[src/skl_pkg.sv]
// ----------------------------------------------------------------------------
// skl_pkg : shared definitions for the sorted key list engine
// Command and status codes, cell control struct and controller states.
// ----------------------------------------------------------------------------
package skl_pkg;

  // Key width is fixed by the command interface
  localparam int KEY_W = 32;

  // Defaults for the top-level parameters
  localparam int DEPTH_DEF = 16;
  localparam int TAG_W_DEF = 32;

  // Command codes
  localparam logic [2:0] CMD_APPEND   = 3'd0;
  localparam logic [2:0] CMD_PREPEND  = 3'd1;
  localparam logic [2:0] CMD_POP_HEAD = 3'd2;
  localparam logic [2:0] CMD_SORTED   = 3'd3;
  localparam logic [2:0] CMD_REMOVE   = 3'd4;

  // Result status codes
  typedef enum logic [1:0] {
    ST_DONE = 2'd0,
    ST_MISS = 2'd1,
    ST_FULL = 2'd2
  } skl_status_t;

  // Operation broadcast along the row of cells
  typedef enum logic [2:0] {
    OP_NONE,
    OP_APPEND,
    OP_PREPEND,
    OP_SORTED,
    OP_POP,
    OP_REMOVE
  } skl_op_t;

  // Controller states
  typedef enum logic {
    S_IDLE,
    S_EXEC
  } skl_state_t;

  // Control broadcast to every cell
  typedef struct packed {
    logic                    en;
    skl_op_t                 op;
    logic signed [KEY_W-1:0] key;
  } skl_ctrl_t;

endpackage

[src/skl_cell.sv]
// ----------------------------------------------------------------------------
// skl_cell : one slot of the ordered list
// Holds one key and tag, decides locally whether it is the slot that a
// command addresses, and shifts towards the tail or the head as told.
// ----------------------------------------------------------------------------
module skl_cell #(
  parameter int TAG_W = 32,
  parameter int CNT_W = 5,
  parameter int INDEX = 0
) (
  input  logic                             clk,
  input  skl_pkg::skl_ctrl_t               ctrl,
  input  logic [CNT_W-1:0]                 fill,
  input  logic signed [skl_pkg::KEY_W-1:0] new_key,
  input  logic [TAG_W-1:0]                 new_tag,
  input  logic signed [skl_pkg::KEY_W-1:0] left_key,
  input  logic [TAG_W-1:0]                 left_tag,
  input  logic signed [skl_pkg::KEY_W-1:0] right_key,
  input  logic [TAG_W-1:0]                 right_tag,
  input  logic                             seen_in,
  output logic                             seen_out,
  output logic                             here,
  output logic                             tail,
  output logic signed [skl_pkg::KEY_W-1:0] key,
  output logic [TAG_W-1:0]                 tag
);
  import skl_pkg::*;

  localparam logic [CNT_W-1:0] IDX      = CNT_W'(INDEX);
  localparam logic [CNT_W-1:0] IDX_NEXT = CNT_W'(INDEX + 1);

  logic cand;
  logic is_head;

  assign is_head = (IDX == '0);

  // Does this slot qualify as the addressed position?
  always_comb begin
    case (ctrl.op)
      OP_APPEND:  cand = (IDX == fill);
      OP_PREPEND: cand = is_head;
      OP_SORTED: begin
        if (is_head) begin
          cand = (fill == '0) || (key > ctrl.key);
        end else begin
          cand = (IDX >= fill) || (key >= ctrl.key);
        end
      end
      OP_POP:     cand = is_head && (fill != '0);
      OP_REMOVE:  cand = (IDX < fill) && (key == ctrl.key);
      default:    cand = 1'b0;
    endcase
  end

  // First qualifying slot wins; the flag ripples down the row
  assign here     = cand && !seen_in;
  assign seen_out = seen_in || cand;
  assign tail     = (IDX_NEXT == fill);

  // Slot update
  always_ff @(posedge clk) begin
    if (ctrl.en) begin
      case (ctrl.op)
        OP_APPEND, OP_PREPEND, OP_SORTED: begin
          if (here) begin
            key <= new_key;
            tag <= new_tag;
          end else if (seen_in) begin
            key <= left_key;
            tag <= left_tag;
          end
        end
        OP_POP, OP_REMOVE: begin
          if (here || seen_in) begin
            key <= right_key;
            tag <= right_tag;
          end
        end
        default: begin
        end
      endcase
    end
  end

endmodule

[src/sorted_key_list_engine.sv]
// ----------------------------------------------------------------------------
// sorted_key_list_engine : bounded ordered list of signed keys with tags
// Command front end and controller over a row of list cells.
// ----------------------------------------------------------------------------
// Every command is first registered; then the whole row of cells compares
// against the key, finds the addressed slot and shifts in a single step. busy
// is high only during that execute step; the result appears with done in the
// following cycle, during which the next command may already be started. The
// receiver cannot hold results off, so done must be sampled in the cycle it is
// high. Slot contents need no clearing after reset: only slots below the entry
// count are ever read. The longest path is the first-match flag rippling
// through all DEPTH cells.
module sorted_key_list_engine #(
  parameter int DEPTH     = skl_pkg::DEPTH_DEF,
  parameter int TAG_WIDTH = skl_pkg::TAG_W_DEF
) (
  input  logic                             clk,
  input  logic                             rst,
  input  logic                             start,
  output logic                             busy,
  input  logic [2:0]                       command,
  input  logic [31:0]                      item_tag,
  input  logic signed [skl_pkg::KEY_W-1:0] key_in,
  output logic                             done,
  output logic [1:0]                       status,
  output logic [31:0]                      item_out,
  output logic signed [skl_pkg::KEY_W-1:0] key_out,
  output logic                             is_empty,
  output logic [$clog2(DEPTH+1)-1:0]       entry_count
);
  import skl_pkg::*;

  localparam int               CNT_W  = $clog2(DEPTH + 1);
  localparam logic [CNT_W-1:0] FULL_C = CNT_W'(DEPTH);

  localparam logic signed [KEY_W-1:0] KEY_MAX = {1'b0, {(KEY_W-1){1'b1}}};
  localparam logic signed [KEY_W-1:0] KEY_MIN = {1'b1, {(KEY_W-1){1'b0}}};
  localparam logic signed [KEY_W-1:0] KEY_ONE = KEY_W'(1);

  // Controller
  skl_state_t state, state_next;
  logic       accept;
  logic       exec;

  // Registered command
  logic [2:0]              cmd_r;
  logic [TAG_WIDTH-1:0]    tag_r;
  logic signed [KEY_W-1:0] key_r;
  logic [TAG_WIDTH+31:0]   tag_wide;

  // List state
  logic [CNT_W-1:0] fill, fill_next;

  // Row of cells
  skl_ctrl_t               ctrl;
  skl_op_t                 op;
  logic signed [KEY_W-1:0] new_key;
  logic signed [KEY_W-1:0] cell_key [DEPTH];
  logic [TAG_WIDTH-1:0]    cell_tag [DEPTH];
  logic [DEPTH-1:0]        cell_here;
  logic [DEPTH-1:0]        cell_tail;
  logic [DEPTH:0]          seen;
  logic                    hit;
  logic                    full;

  // Selections out of the row
  logic signed [KEY_W-1:0] sel_key;
  logic [TAG_WIDTH-1:0]    sel_tag;
  logic signed [KEY_W-1:0] tail_key;
  logic [TAG_WIDTH+31:0]   sel_tag_wide;

  // Result next values
  skl_status_t             status_next;
  logic [31:0]             item_next;
  logic signed [KEY_W-1:0] kout_next;

  function automatic logic signed [KEY_W-1:0] sat_inc(input logic signed [KEY_W-1:0] k);
    sat_inc = (k == KEY_MAX) ? k : k + KEY_ONE;
  endfunction

  function automatic logic signed [KEY_W-1:0] sat_dec(input logic signed [KEY_W-1:0] k);
    sat_dec = (k == KEY_MIN) ? k : k - KEY_ONE;
  endfunction

  // Next-state logic
  always_comb begin
    case (state)
      S_IDLE:  state_next = start ? S_EXEC : S_IDLE;
      S_EXEC:  state_next = S_IDLE;
      default: state_next = S_IDLE;
    endcase
  end

  // Controller outputs
  always_comb begin
    case (state)
      S_EXEC: begin
        busy = 1'b1;
        exec = 1'b1;
      end
      default: begin
        busy = 1'b0;
        exec = 1'b0;
      end
    endcase
  end

  assign accept = start && !busy;

  always_ff @(posedge clk) begin
    if (rst) begin
      state <= S_IDLE;
      done  <= 1'b0;
      fill  <= '0;
    end else begin
      state <= state_next;
      done  <= exec;
      if (exec) begin
        fill <= fill_next;
      end
    end
  end

  // Command capture, tag resized to the stored width
  assign tag_wide = {{TAG_WIDTH{1'b0}}, item_tag};

  always_ff @(posedge clk) begin
    if (accept) begin
      cmd_r <= command;
      tag_r <= tag_wide[TAG_WIDTH-1:0];
      key_r <= key_in;
    end
  end

  // Operation for the row; inserts into a full list do nothing
  assign full = (fill == FULL_C);

  always_comb begin
    case (cmd_r)
      CMD_APPEND:   op = full ? OP_NONE : OP_APPEND;
      CMD_PREPEND:  op = full ? OP_NONE : OP_PREPEND;
      CMD_SORTED:   op = full ? OP_NONE : OP_SORTED;
      CMD_POP_HEAD: op = OP_POP;
      CMD_REMOVE:   op = OP_REMOVE;
      default:      op = OP_NONE;
    endcase
  end

  assign ctrl.en  = exec;
  assign ctrl.op  = op;
  assign ctrl.key = key_r;

  // Key for a new entry
  always_comb begin
    case (op)
      OP_APPEND:  new_key = (fill == '0) ? '0 : sat_inc(tail_key);
      OP_PREPEND: new_key = (fill == '0) ? '0 : sat_dec(cell_key[0]);
      default:    new_key = key_r;
    endcase
  end

  // Row of cells
  assign seen[0] = 1'b0;

  for (genvar i = 0; i < DEPTH; i++) begin : g_cell
    logic signed [KEY_W-1:0] lk, rk;
    logic [TAG_WIDTH-1:0]    lt, rt;

    if (i == 0) begin : g_head
      assign lk = cell_key[i];
      assign lt = cell_tag[i];
    end else begin : g_left
      assign lk = cell_key[i-1];
      assign lt = cell_tag[i-1];
    end

    if (i == DEPTH - 1) begin : g_last
      assign rk = cell_key[i];
      assign rt = cell_tag[i];
    end else begin : g_right
      assign rk = cell_key[i+1];
      assign rt = cell_tag[i+1];
    end

    skl_cell #(
      .TAG_W (TAG_WIDTH),
      .CNT_W (CNT_W),
      .INDEX (i)
    ) u_cell (
      .clk       (clk),
      .ctrl      (ctrl),
      .fill      (fill),
      .new_key   (new_key),
      .new_tag   (tag_r),
      .left_key  (lk),
      .left_tag  (lt),
      .right_key (rk),
      .right_tag (rt),
      .seen_in   (seen[i]),
      .seen_out  (seen[i+1]),
      .here      (cell_here[i]),
      .tail      (cell_tail[i]),
      .key       (cell_key[i]),
      .tag       (cell_tag[i])
    );
  end

  assign hit = seen[DEPTH];

  // One-hot selection of the addressed slot and of the tail slot
  always_comb begin
    sel_key  = '0;
    sel_tag  = '0;
    tail_key = '0;
    for (int i = 0; i < DEPTH; i++) begin
      sel_key  = sel_key  | (cell_key[i] & {KEY_W{cell_here[i]}});
      sel_tag  = sel_tag  | (cell_tag[i] & {TAG_WIDTH{cell_here[i]}});
      tail_key = tail_key | (cell_key[i] & {KEY_W{cell_tail[i]}});
    end
  end

  assign sel_tag_wide = {32'd0, sel_tag};

  // Result and count for this command
  always_comb begin
    status_next = ST_DONE;
    item_next   = '0;
    kout_next   = '0;
    fill_next   = fill;
    case (cmd_r)
      CMD_APPEND, CMD_PREPEND, CMD_SORTED: begin
        if (full) begin
          status_next = ST_FULL;
        end else begin
          kout_next = new_key;
          fill_next = fill + 1'b1;
        end
      end
      CMD_POP_HEAD, CMD_REMOVE: begin
        if (hit) begin
          item_next = sel_tag_wide[31:0];
          kout_next = sel_key;
          fill_next = fill - 1'b1;
        end else begin
          status_next = ST_MISS;
        end
      end
      default: begin
      end
    endcase
  end

  always_ff @(posedge clk) begin
    if (exec) begin
      status   <= status_next;
      item_out <= item_next;
      key_out  <= kout_next;
    end
  end

  assign entry_count = fill;
  assign is_empty    = (fill == '0);

`ifndef SYNTHESIS
  // The entry count never passes the list depth
  a_fill_bound: assert property (@(posedge clk) disable iff (rst) fill <= FULL_C)
    else $error("entry count beyond list depth");

  // Every update cycle is followed by a result
  a_done_after_exec: assert property (@(posedge clk) disable iff (rst)
    exec |=> done)
    else $error("update cycle without result");

  // A full answer leaves the list at full depth
  a_full_status: assert property (@(posedge clk) disable iff (rst)
    (done && status == ST_FULL) |-> entry_count == FULL_C)
    else $error("full status with free slots");

  // A successful insert grows the list by one
  a_insert_grows: assert property (@(posedge clk) disable iff (rst)
    (exec && (op == OP_APPEND || op == OP_PREPEND || op == OP_SORTED))
      |=> fill == $past(fill) + 1'b1)
    else $error("insert did not add an entry");
`endif

endmodule
[config.mk]
export PLATFORM = sky130hd
export DESIGN_NAME = sorted_key_list_engine
export DESIGN_NICKNAME = d
export VERILOG_FILES = /design/src/skl_pkg.sv /design/src/skl_cell.sv /design/src/sorted_key_list_engine.sv
export SDC_FILE = /design/constraint.sdc
export NUM_CORES = 2
export LEC_CHECK = 0
export ABC_AREA = 0
export BUFFER_PORTS_ARGS = -buffer_cell sky130_fd_sc_hd__buf_2
export CELL_PAD_IN_SITES_DETAIL_PLACEMENT = 0
export CELL_PAD_IN_SITES_GLOBAL_PLACEMENT = 1
export CORE_UTILIZATION = 35
export CTS_CLUSTER_SIZE = 30
export DETAILED_ROUTE_END_ITERATION = 8
export HOLD_SLACK_MARGIN = 0.1
export PLACE_DENSITY_LB_ADDON = 0.2
export SYNTH_ARGS = -nofsm -noshare
export SYNTH_HDL_FRONTEND = slang
export SYNTH_SLANG_ARGS = --single-unit
[constraint.sdc]
create_clock -name clk -period 10.1 [get_ports clk]
set_input_delay 1.515 -clock clk [delete_from_list [all_inputs] [get_ports clk]]
set_output_delay 1.515 -clock clk [all_outputs]
set_load 0.03 [all_outputs]
==> qor.csv <==
stage,metric,value,unit
finish,share of cells above drive strength 1,0.09084,
synth,commonest cells in the netlist,"1810 x nand2_1, 1157 x edfxtp_1, 854 x o21ai_0, 703 x nor2_1, 520 x ha_1",
placement,input/output buffers,143,
sta,final setup vio count,0,
grt,gr ovfl total,0,
sta,"Period Utilization, post-route",0.8632,
clock_network,# hold bufs at CTS,0,
finish,multi-input logic area,42890,um2
clock_network,Sink Count,1164,
clock_network,CTS H-tree lvls,4,
worst_setup_path,worst-path fanout max,36,
floorplan,Core ar.,229900,um2
worst_setup_path,crit path launch type,flip-flop,
grt,largest net degree at the start of global routing,225,
synth,top_reg_cell synth,edfxtp_1,
synth,cells after synthesis,8863,
sta,fmax,114.7,MHz
synth,"Seq/Total Area, Yosys",0.4313,
finish,fillers,23122,
clock_network,# Post-CTS Setup Buffers,0,
finish,Area Growth Syn to Fin,11.17,%
clock_network,CTS tree,built,
power_and_ir_drop,power per cell area,160.9,nW/um2
worst_setup_path,worst reg2reg endpoint,item_out[0]$_SDFFCE_PN0P_,
synth,Post-synth EDFFs,1157,
worst_setup_path,family with the most delay on the worst path,simple AND/OR/NAND/NOR gates,
synth,Synth area leader,edfxtp_1,
worst_setup_path,Worst R2R Path Depth,14,
worst_setup_path,cell mode on critical path,buf_4,
route,ANT nets after route,0,
sta,Setup TNS Final,0,ns
route,Via density,6.659,
synth,post-synthesis net count,9453,
synth,synthesized area per cell,9.125,um2
grt,vias in the first global route,72283,
synth,most common cell in the netlist,nand2_1,
route,drt first pass iters,8,
synth,top-area cell type share of the netlist area,0.4296,
synth,Mapped Area,80870,um2
worst_setup_path,CP max-delay cell,or4_1,
finish,Reg area,34900,um2
power_and_ir_drop,"IR drop worst, VDD",0.1435,mV
synth,main area contributors after synthesis,"edfxtp_1 43%, nand2_1 8.4%, ha_1 8.0%, o21ai_0 5.3%, mux2i_1 4.2%",
sta,minimum clock period,8.718,ns
synth,"FF+latch count, synth",1164,
route,final WL,469600,um
sta,"Slew Viols, Final",4,
floorplan,die height,482.7,um
worst_setup_path,"reg-to-reg slack, setup",1.38,ns
worst_setup_path,crit path DAT,9.27,ns
grt,GRT Resource Usage Total,0.3933,
synth,Synthesis Warnings,0,
placement,Final HPWL DP,314400,um
placement,RePlAce Congestion,1.055,
route,drc violations,0,
sta,"Hold Violations, Final",0,
worst_setup_path,type of the worst setup path,flip-flop to flip-flop,
synth,count of cell types in the netlist,118,
sta,Post-Route Skew,0.08315,ns
job,Max Cap Viol,1,
worst_setup_path,CP max stage delay,1.10,ns
clock_network,worst skew pair latency,0.89,ns
worst_hold_path,Hold Path Class,flip-flop to flip-flop,
route,DR vias,79195,
sta,final setup margin,1.382,ns
worst_setup_path,Critical path buffers and inverters,3,
run_status,outcome,finished with violations,
worst_setup_path,worst setup path startpoint,key_r[31]$_DFFE_PP_,
clock_network,Inserted Clock Buffers,150,
floorplan,Die X-Extent,482.7,um
route,routed len/inst,39.49,um
floorplan,initial core utilization,0.3518,
worst_setup_path,WP data required,10.65,ns
clock_network,Root Buffer,clkbuf_16,
worst_setup_path,Levels on crit path,14,
finish,Final Net Count,9307,
placement,setup slack at placement,2.146,ns
clock_network,clk buf depth,3,
run_status,violated checks,"max-capacitance violations, max-slew violations",
worst_setup_path,CP Capture Type,flip-flop,
sta,RSZ-0062 raised after global routing,no,
finish,Post-Layout Inst Area,89910,um2
synth,Post-synth ARST share,0,
worst_hold_path,hold_sp,g_cell[1].u_cell.tag[4]$_DFFE_PP_,
worst_setup_path,worst path cell trace,inv_1 > ha_1 > nand4_1 > or4_1 > a31oi_1 > o21ai_0 > a32oi_1 > o211a_1 > buf_4 > nand2b_1 > nor4_4 > nand2b_4 > buf_4 > a21oi_1,
power_and_ir_drop,leakage,31.76,nW
grt,first-pass GRT wire length,632000,um
floorplan,Rows,176,
worst_setup_path,reg-to-reg startpoint,key_r[31]$_DFFE_PP_,
clock_network,"CTS clk-pin slew, worst paths",0.07,ns
route,drt first-iter violations,12428,
worst_setup_path,crit path to,item_out[0]$_SDFFCE_PN0P_,
floorplan,I/O pins,144,
floorplan,Die Area,233000,um2
sta,Slew @ Worst Pin,1.501,ns
grt,antenna violations before repair,33,
sta,Slew HR,-0.0008256,
placement,Post-DP Area,84940,um2
clock_network,post-CTS sizing,0,
==> per-stage QoR <==
stage	instances	total power [mW]	hold WS, ns	util
after detailed placement	11590	8.875	0.5480	0.3695
after global routing	11878	14.81	0.5739	0.3909
after CTS	11865	14.39	0.5595	0.3907
final	11893	14.47	0.5598	0.3911
after global placement	11589	8.837	0.5264	0.3694
after floorplan	8863	7.576	0.5219	-
==> worst min path at each step <==
stage | end | slack (ns) | depth (start not counted)
after floorplan | g_cell[15].u_cell.key[0]$_DFFE_PP_ | 0.52 | 2
after global placement | g_cell[15].u_cell.key[0]$_DFFE_PP_ | 0.53 | 2
after detailed placement | g_cell[0].u_cell.tag[20]$_DFFE_PP_ | 0.55 | 2
after CTS | g_cell[15].u_cell.tag[0]$_DFFE_PP_ | 0.56 | 2
after global routing | g_cell[0].u_cell.tag[6]$_DFFE_PP_ | 0.57 | 2
final | g_cell[0].u_cell.tag[4]$_DFFE_PP_ | 0.56 | 2
==> where the power goes <==
group,switching (mW),total [mW],internal [mW]
registers,0.373,6.05,5.67
clock network,2.46,5.56,3.11
logic,2.04,2.86,0.820
==> metal layers <==
| metal | up-vias | share of wire | global-route usage |
|---|---|---|---|
| li1 | 33016 | - | - |
| met1 | 39335 | 0.39 | 0.5039 |
| met2 | 5395 | 0.42 | 0.5769 |
| met3 | 1431 | 0.10 | 0.09331 |
| met4 | 18 | 0.087 | 0.2885 |
| met5 | - | 0.00027 | 0 |
==> sequential cells by signal, summed over array words and instances, names as in the netlist <==
register           flops
key_r                 32
state                  1
cmd_r                  3
status                 2
key_out               32
entry_count            5
item_out              32
g_cell.u_cell.tag    512
g_cell.u_cell.key    512
done                   1
tag_r                 32
==> logic make-up (layout without fill, tap and decap cells) <==
logic type,after synthesis,in the layout,synth area share
muxes,374,374,0.04705
buffers and inverters,799,776,0.04505
and+or+nand+nor,3315,3315,0.1825
other,0,27,0
adders and majority gates,520,520,0.08045
DFF,1164,1164,0.4313
AOI/OAI and AO/OA,2640,2640,0.2081
xor gates and xnor gates,51,51,0.005523
==> worst reg2reg max path, cell delays in order, from the launching register on <==
cell and delay [ns]:
edfxtp_1 0.36, inv_1 0.63, ha_1 0.35, nand4_1 0.51
or4_1 1.11, a31oi_1 1.02, o21ai_0 0.43, a32oi_1 0.96
o211a_1 0.27, buf_4 0.30, nand2b_1 0.21, nor4_4 0.59
nand2b_4 1.09, buf_4 0.49, a21oi_1 0.08
==> cells in the final DEF, fill, tap and decap left out, types with 93 or more instances in the layout <==
| cell type | synthesis | layout |
|---|---|---|
| mux2i_1 | 343 | 343 |
| buf_4 | 54 | 244 |
| a21oi_1 | 430 | 427 |
| and3_1 | 100 | 95 |
| ha_1 | 520 | 520 |
| o21ai_0 | 854 | 854 |
| nor2_1 | 703 | 686 |
| nand2_1 | 1810 | 1805 |
| a22oi_1 | 153 | 153 |
| clkbuf_16 | 0 | 153 |
| a31oi_1 | 368 | 367 |
| a221oi_1 | 127 | 127 |
| nand4_1 | 111 | 111 |
| edfxtp_1 | 1157 | 1157 |
| o21ai_1 | 93 | 93 |
| nand3_1 | 153 | 149 |
| buf_2 | 184 | 143 |
==> area by class of cell <==
type,count,area share
repair buffers,412,0.03376
well taps,3026,0.04211
inverters,89,0.003716
diodes,27,0.0007515
multi-input cells,6900,0.4771
flip-flops and latches,1164,0.3881
clock inverters,79,0.009798
clock buffers,196,0.04460
(Power assumes the default switching activity.)
